<file path="src/rtl/cvnd_pkg.sv">
// Shared types and constants for the cascaded Von Neumann debiaser.
`timescale 1ns / 1ps
`default_nettype none

package cvnd_pkg;

    // Pass mode register codes; the unused code behaves as normal only
    typedef enum logic [1:0] {
        MODE_CASCADE  = 2'd0,
        MODE_INVERTED = 2'd1,
        MODE_NORMAL   = 2'd2
    } pass_mode_t;

    // Bit count at which a packed byte is complete
    localparam logic [2:0] COUNT_LAST = 3'd7;

    // Number of bit pairs in one byte
    localparam int PAIRS_PER_BYTE = 4;

    // Packing state of one extraction stage
    typedef struct packed {
        logic [7:0] accum;
        logic [2:0] count;
    } stage_state_t;

    // Result of running one byte through a stage
    typedef struct packed {
        logic       done;
        logic [7:0] packed_bits;
    } stage_result_t;

endpackage

`default_nettype wire

</file>
<file path="src/rtl/cvnd_stage.sv">
// One extraction stage: pair selection and MSB-first packing of one byte.
`timescale 1ns / 1ps
`default_nettype none

module cvnd_stage (
    input  wire logic [7:0]             byte_in,
    input  wire logic                   inverted,
    input  wire cvnd_pkg::stage_state_t state_in,
    output cvnd_pkg::stage_state_t      state_out,
    output cvnd_pkg::stage_result_t     result
);

    // Walk the four pairs, most significant first, and pack kept bits
    always_comb
    begin
        logic [7:0] acc;
        logic [2:0] cnt;
        logic [1:0] pair;
        logic       equal;
        acc = state_in.accum;
        cnt = state_in.count;
        result.done = 1'b0;
        result.packed_bits = 8'h00;
        for (int k = 0; k < cvnd_pkg::PAIRS_PER_BYTE; k++)
        begin
            pair  = byte_in[7 - 2 * k -: 2];
            equal = (pair[1] == pair[0]);
            if (equal == inverted)
            begin
                acc = {acc[6:0], pair[1]};
                if (cnt == cvnd_pkg::COUNT_LAST)
                begin
                    // Byte complete: hand it out and restart packing
                    result.done = 1'b1;
                    result.packed_bits = acc;
                    acc = 8'h00;
                    cnt = 3'd0;
                end
                else
                begin
                    cnt = cnt + 3'd1;
                end
            end
        end
        state_out.accum = acc;
        state_out.count = cnt;
    end

endmodule

`default_nettype wire

</file>
<file path="src/rtl/cascaded_von_neumann_debiaser.sv">
// Top level of the cascaded Von Neumann debiaser.
//
//  Channel | Direction | Handshake             | Payload
//  --------+-----------+-----------------------+---------------------------
//  in      | sink      | in_valid / in_stall   | raw_byte[7:0], end_of_data
//  out     | source    | out_valid / out_stall | packed_byte[7:0]
//  cfg     | sink      | cfg_valid / cfg_ready | cfg_pass_mode[1:0]
//
//  One byte is taken per cycle while the output is not stalled; a byte is
//  registered in the input register and its result in the output register.
//  Both stages of the cascade are evaluated combinationally between these registers.
//  Reset clears the mode to cascade and both packing stages to empty.
//  A stalled output holds the input register; in_stall rises only then.
//  Configuration writes are always ready.
`timescale 1ns / 1ps
`default_nettype none

module cascaded_von_neumann_debiaser (
    input  wire logic       clk,
    input  wire logic       rst_n,
    input  wire logic       in_valid,
    output logic            in_stall,
    input  wire logic [7:0] raw_byte,
    input  wire logic       end_of_data,
    output logic            out_valid,
    input  wire logic       out_stall,
    output logic [7:0]      packed_byte,
    input  wire logic       cfg_valid,
    output logic            cfg_ready,
    input  wire logic [1:0] cfg_pass_mode
);

    logic [1:0]             mode_reg;
    logic                   in_valid_reg;
    logic [7:0]             in_byte_reg;
    logic                   in_last_reg;
    logic                   out_valid_reg;
    logic [7:0]             packed_byte_reg;
    cvnd_pkg::stage_state_t first_reg;
    cvnd_pkg::stage_state_t first_next;
    cvnd_pkg::stage_state_t second_reg;
    cvnd_pkg::stage_state_t second_next;
    logic                   res_valid_next;
    logic [7:0]             res_byte_next;

    logic                    advance;
    logic                    proc;
    logic                    first_inverted;
    logic                    cascade;
    cvnd_pkg::stage_state_t  s1_state;
    cvnd_pkg::stage_result_t s1_result;
    cvnd_pkg::stage_state_t  s2_state;
    cvnd_pkg::stage_result_t s2_result;

    // Handshake control
    assign advance   = !out_valid_reg || !out_stall;
    assign proc      = in_valid_reg && advance;
    assign in_stall  = in_valid_reg && !advance;
    assign out_valid = out_valid_reg;
    assign packed_byte = packed_byte_reg;
    assign cfg_ready = 1'b1;

    // Decode the pass mode
    always_comb
    begin
        case (cvnd_pkg::pass_mode_t'(mode_reg))
            cvnd_pkg::MODE_CASCADE:
            begin
                cascade = 1'b1;
                first_inverted = 1'b1;
            end
            cvnd_pkg::MODE_INVERTED:
            begin
                cascade = 1'b0;
                first_inverted = 1'b1;
            end
            cvnd_pkg::MODE_NORMAL:
            begin
                cascade = 1'b0;
                first_inverted = 1'b0;
            end
            default:
            begin
                cascade = 1'b0;
                first_inverted = 1'b0;
            end
        endcase
    end

    // First stage works on the raw byte
    cvnd_stage u_first (
        .byte_in   (in_byte_reg),
        .inverted  (first_inverted),
        .state_in  (first_reg),
        .state_out (s1_state),
        .result    (s1_result)
    );

    // Second stage always runs the normal pass on a completed first byte
    cvnd_stage u_second (
        .byte_in   (s1_result.packed_bits),
        .inverted  (1'b0),
        .state_in  (second_reg),
        .state_out (s2_state),
        .result    (s2_result)
    );

    // Select next stage state and result for the byte in the input register
    always_comb
    begin
        first_next = s1_state;
        second_next = second_reg;
        if (cascade)
        begin
            if (s1_result.done)
            begin
                second_next = s2_state;
            end
            res_valid_next = s1_result.done && s2_result.done;
            res_byte_next = s2_result.packed_bits;
        end
        else
        begin
            res_valid_next = s1_result.done;
            res_byte_next = s1_result.packed_bits;
        end
        if (in_last_reg)
        begin
            // Drop partial bytes in both stages
            first_next = '0;
            second_next = '0;
        end
    end

    // Control and state registers
    always_ff @(posedge clk or negedge rst_n)
    begin
        if (!rst_n)
        begin
            mode_reg <= cvnd_pkg::MODE_CASCADE;
            in_valid_reg <= 1'b0;
            out_valid_reg <= 1'b0;
            first_reg <= '0;
            second_reg <= '0;
        end
        else
        begin
            if (cfg_valid && cfg_ready)
            begin
                mode_reg <= cfg_pass_mode;
            end
            if (!in_stall)
            begin
                in_valid_reg <= in_valid;
            end
            if (advance)
            begin
                out_valid_reg <= in_valid_reg && res_valid_next;
            end
            if (proc)
            begin
                first_reg <= first_next;
                second_reg <= second_next;
            end
        end
    end

    // Payload registers
    always_ff @(posedge clk)
    begin
        if (!in_stall)
        begin
            in_byte_reg <= raw_byte;
            in_last_reg <= end_of_data;
        end
        if (advance)
        begin
            packed_byte_reg <= res_byte_next;
        end
    end

    // A last byte leaves both stages empty
    assert property (@(posedge clk) disable iff (!rst_n)
        proc && in_last_reg |=> first_reg == '0 && second_reg == '0)
        else $error("stage state not cleared after last byte");

    // Single-stage modes leave the second stage untouched
    assert property (@(posedge clk) disable iff (!rst_n)
        proc && !cascade && !in_last_reg |=> $stable(second_reg))
        else $error("second stage changed outside cascade mode");

    // No result without a completed first-stage byte
    assert property (@(posedge clk) disable iff (!rst_n)
        proc && !s1_result.done |=> !out_valid_reg)
        else $error("result without completed first-stage byte");

    // Input stalls only behind a stalled result
    assert property (@(posedge clk) disable iff (!rst_n)
        in_stall |-> out_valid_reg && out_stall)
        else $error("input stalled while output free");

endmodule

`default_nettype wire

</file>
<file path="config.mk">
export PLATFORM = sky130hd
export DESIGN_NAME = cascaded_von_neumann_debiaser
export DESIGN_NICKNAME = d
export VERILOG_FILES = /design/src/rtl/cvnd_pkg.sv /design/src/rtl/cvnd_stage.sv /design/src/rtl/cascaded_von_neumann_debiaser.sv
export SDC_FILE = /design/constraint.sdc
export NUM_CORES = 1
export LEC_CHECK = 0
export BUFFER_PORTS_ARGS = -buffer_cell sky130_fd_sc_hd__buf_2
export CAP_MARGIN = 0
export CORE_UTILIZATION = 35
export DETAILED_ROUTE_END_ITERATION = 10
export GPL_TIMING_DRIVEN = 0
export PLACE_DENSITY_LB_ADDON = 0.25
export RECOVER_POWER = 25
export SETUP_SLACK_MARGIN = 0.1
export SLEW_MARGIN = 25
export SYNTH_ARGS = -nofsm -noshare
export SYNTH_HDL_FRONTEND = slang
export SYNTH_HIERARCHICAL = 1
export SYNTH_SLANG_ARGS = --single-unit
export TNS_END_PERCENT = 50
</file>
<file path="constraint.sdc">
create_clock -name clk -period 17.15 [get_ports clk]
set_input_delay 3.43 -clock clk [delete_from_list [all_inputs] [get_ports clk]]
set_output_delay 3.43 -clock clk [all_outputs]
set_load 0.02 [all_outputs]
</file>
==> flow_summary_export.csv <==
group,metric,value,unit
outcome,outcome,"finished with violations",
outcome,violations,"DRC",
drt,viasPerCell,5.679,
drt,dr.first_iter.drc_count,220,
setup_path,cp.buffers_inverters,6,
flow_run,maxCapViolations,0,
placed_design,dp_cells,653,
drt,drc,3,
power_and_ir_drop,power.switching,0.3279,mW
setup_path,endpoint,"packed_byte[2]",
power_and_ir_drop,p_seq_share,22.6,%
power_and_ir_drop,combPwrFrac,63.7,%
global_routing,grt_pass1_vias,3560,
clocking,cts_root_buffer,"clkbuf_16",
cells_and_area,fin_nets,551,
clocking,cts_tree,"yes",
floorplanning,fp.dieH,111.7,um
min_path,whs_path_depth,2,
setup_path,cp_num_cells,31,
placed_design,post-dp-hpwl,8715,um
sta,relSlewSlack,10.25,%
cells_and_area,fill_cells,1150,
sta,report.final.hold_viol_count,0,
floorplanning,die_w,111.7,um
global_routing,grt_max_degree,25,
clocking,cts_inserted_buffers,5,
setup_path,critPathSlowestCell,"xnor3_2",
setup_path,cp-end-kind,"register",
floorplanning,dieArea,12480,um^2
setup_path,max_stage_delay,0.61,ns
floorplanning,start_util,36.42,%
setup_path,cp-start-kind,"register",
logic_synthesis,yosysWarnings,6,
logic_synthesis,netlist_instances,483,
drt,num_vias,3754,
sta,fmax,114.5,MHz
setup_path,r2r_end,"packed_byte[2]",
power_and_ir_drop,p_int,0.3710,mW
sta,fin_crit_sh,50.95,%
clocking,post_cts_buffers,0,
floorplanning,coreArea,11560,um^2
clocking,clkSlewWorstSetupHoldPaths,0.06,ns
cells_and_area,multi_input_area,2869,um^2
placed_design,postPlaceCellArea,4523,um^2
sta,finalSetupViolations,0,
min_path,hold_path_class,"register to register",
sta,rsz0062_at_grt,"false",
clocking,htreeDepth,2,
clocking,clkLatencyLatePin,0.29,ns
setup_path,cp_common_cell,"ha_1",
clocking,clkSinkCount,41,
power_and_ir_drop,p_per_area,149.9,nW/um^2
setup_path,r2r_start,"in_byte_reg[6]",
global_routing,grt_overflow,0,
sta,fin_crit,8.737,ns
placed_design,gp_congestion,0.8766,
power_and_ir_drop,power_frac_clock,13.7,%
drt,drt-total-wl,11000,um
power_and_ir_drop,p_sw_share,46.91,%
setup_path,cp_top_family,"compound AO/OA/AOI/OAI gates",
setup_path,cp.arrival,8.78,ns
sta,drv_slew,0,
logic_synthesis,syn_area,4212,um^2
setup_path,critPathMaxFanout,10,
setup_path,r2r_cells,31,
cells_and_area,fin_cells,661,
drt,routedWlPerCell,16.63,um
setup_path,r2r_setup_slack,8.41,ns
floorplanning,row_count,39,
setup_path,crit_required,17.19,ns
drt,dr.pass1.iters,8,
power_and_ir_drop,ir_drop,0.05049,mV
global_routing,antenna_found_initial,0,
clocking,postCtsHoldBufs,0,
cells_and_area,seqCellArea,1111,um^2
cells_and_area,drive_above_1_share,16.41,%
global_routing,grt.total_usage,18.48,%
cells_and_area,syn_to_final_growth,10.70,%
global_routing,grt_pass1_wl,18440,um
power_and_ir_drop,leakage,1.850,nW
drt,drtAntennaViolNets,0,
clocking,cts_resized,0,
sta,tns,0,ns
placed_design,numPortBuffers,25,
sta,fin_skew,0.004002,ns
setup_path,crit_start,"in_byte_reg[6]",
setup_path,critical_path_class,"register to register",
logic_synthesis,syn_area_per_cell,8.720,um^2
floorplanning,ios,27,
clocking,cts_buffer_depth,2,
cells_and_area,n_antenna_cell,0,
sta,worst_pin_slew,1.346,ns
cells_and_area,finalInstanceArea,4662,um^2
worst register-to-register path: cells and delay by family, from the launching register on:
kind / cells / cell delay (ns)
compound gates: 10 / 2.56
xor+xnor: 2 / 1.17
fa+ha+maj: 8 / 1.95
buf+inv: 6 / 0.99
flops: 1 / 0.44
mux: 5 / 1.39
layout make-up:
| cell class | instances | share of cell area [%] |
|---|---|---|
| Buffer | 30 | 2.872 |
| Clock buffer | 6 | 2.764 |
| Clock inverter | 2 | 0.2684 |
| Inverter | 28 | 2.254 |
| Multi-Input combinational cell | 386 | 61.54 |
| Sequential cell | 41 | 23.83 |
| Tap cell | 143 | 3.838 |
| Timing Repair Buffer | 25 | 2.630 |
power groups by stage:
stage	sequential [mW]	combinational [mW]	clock, mW
detailed placement	0.160	0.441	0
global placement	0.158	0.429	0
CTS	0.158	0.444	0.0978
floorplan	0.161	0.334	0
finish	0.158	0.445	0.0958
global route	0.162	0.498	0.102
worst min-delay path by stage:
stage / start / endpoint
floorplan: first_reg[9] / first_reg[9]
global placement: first_reg[2] / first_reg[2]
detailed placement: first_reg[2] / first_reg[2]
CTS: first_reg[2] / first_reg[2]
global route: first_reg[2] / first_reg[2]
finish: first_reg[2] / first_reg[2]
layer usage:
metal  vias to the layer above  global-route usage (%)  wire [um]
met5                         -                       0          0
met4                         0                   4.414        142
met1                      1813                   27.26       5521
met3                        10                   2.450        531
li1                       1847                       -          -
met2                        84                   28.41       4800
through the flow:
step / util, % / hold WS, ns / setup WS [ns] / power [mW]
6_report: 40.31 / 0.5363 / 8.413 / 0.6989
4_1_cts: 40.33 / 0.5327 / 8.422 / 0.6995
5_1_grt: 40.31 / 0.5734 / 7.827 / 0.7624
3_3_place_gp: 39.11 / 0.5120 / 8.565 / 0.5869
2_1_floorplan: - / 0.4720 / 9.314 / 0.4946
3_5_place_dp: 39.11 / 0.5187 / 8.437 / 0.6004
layout by cell type, fill, tap and decap left out, types with 8 or more instances in the layout:
cell type / instances
o22ai_1: 12
dfrtp_1: 24
nand2b_1: 19
nand3b_1: 10
nor2b_1: 10
inv_1: 26
o221ai_1: 14
o21ai_0: 11
xnor2_1: 26
ha_1: 18
nor3_1: 12
edfxtp_1: 17
nor2_1: 17
a21oi_1: 24
buf_2: 31
o21ai_1: 14
nand2_1: 53
nor3b_1: 10
o311ai_2: 9
mux2_4: 8
mux2_2: 19
xor2_1: 10
o22a_1: 8
a22oi_1: 16
clkbuf_1: 19
Note: power is estimated with default switching activity, not from simulation.
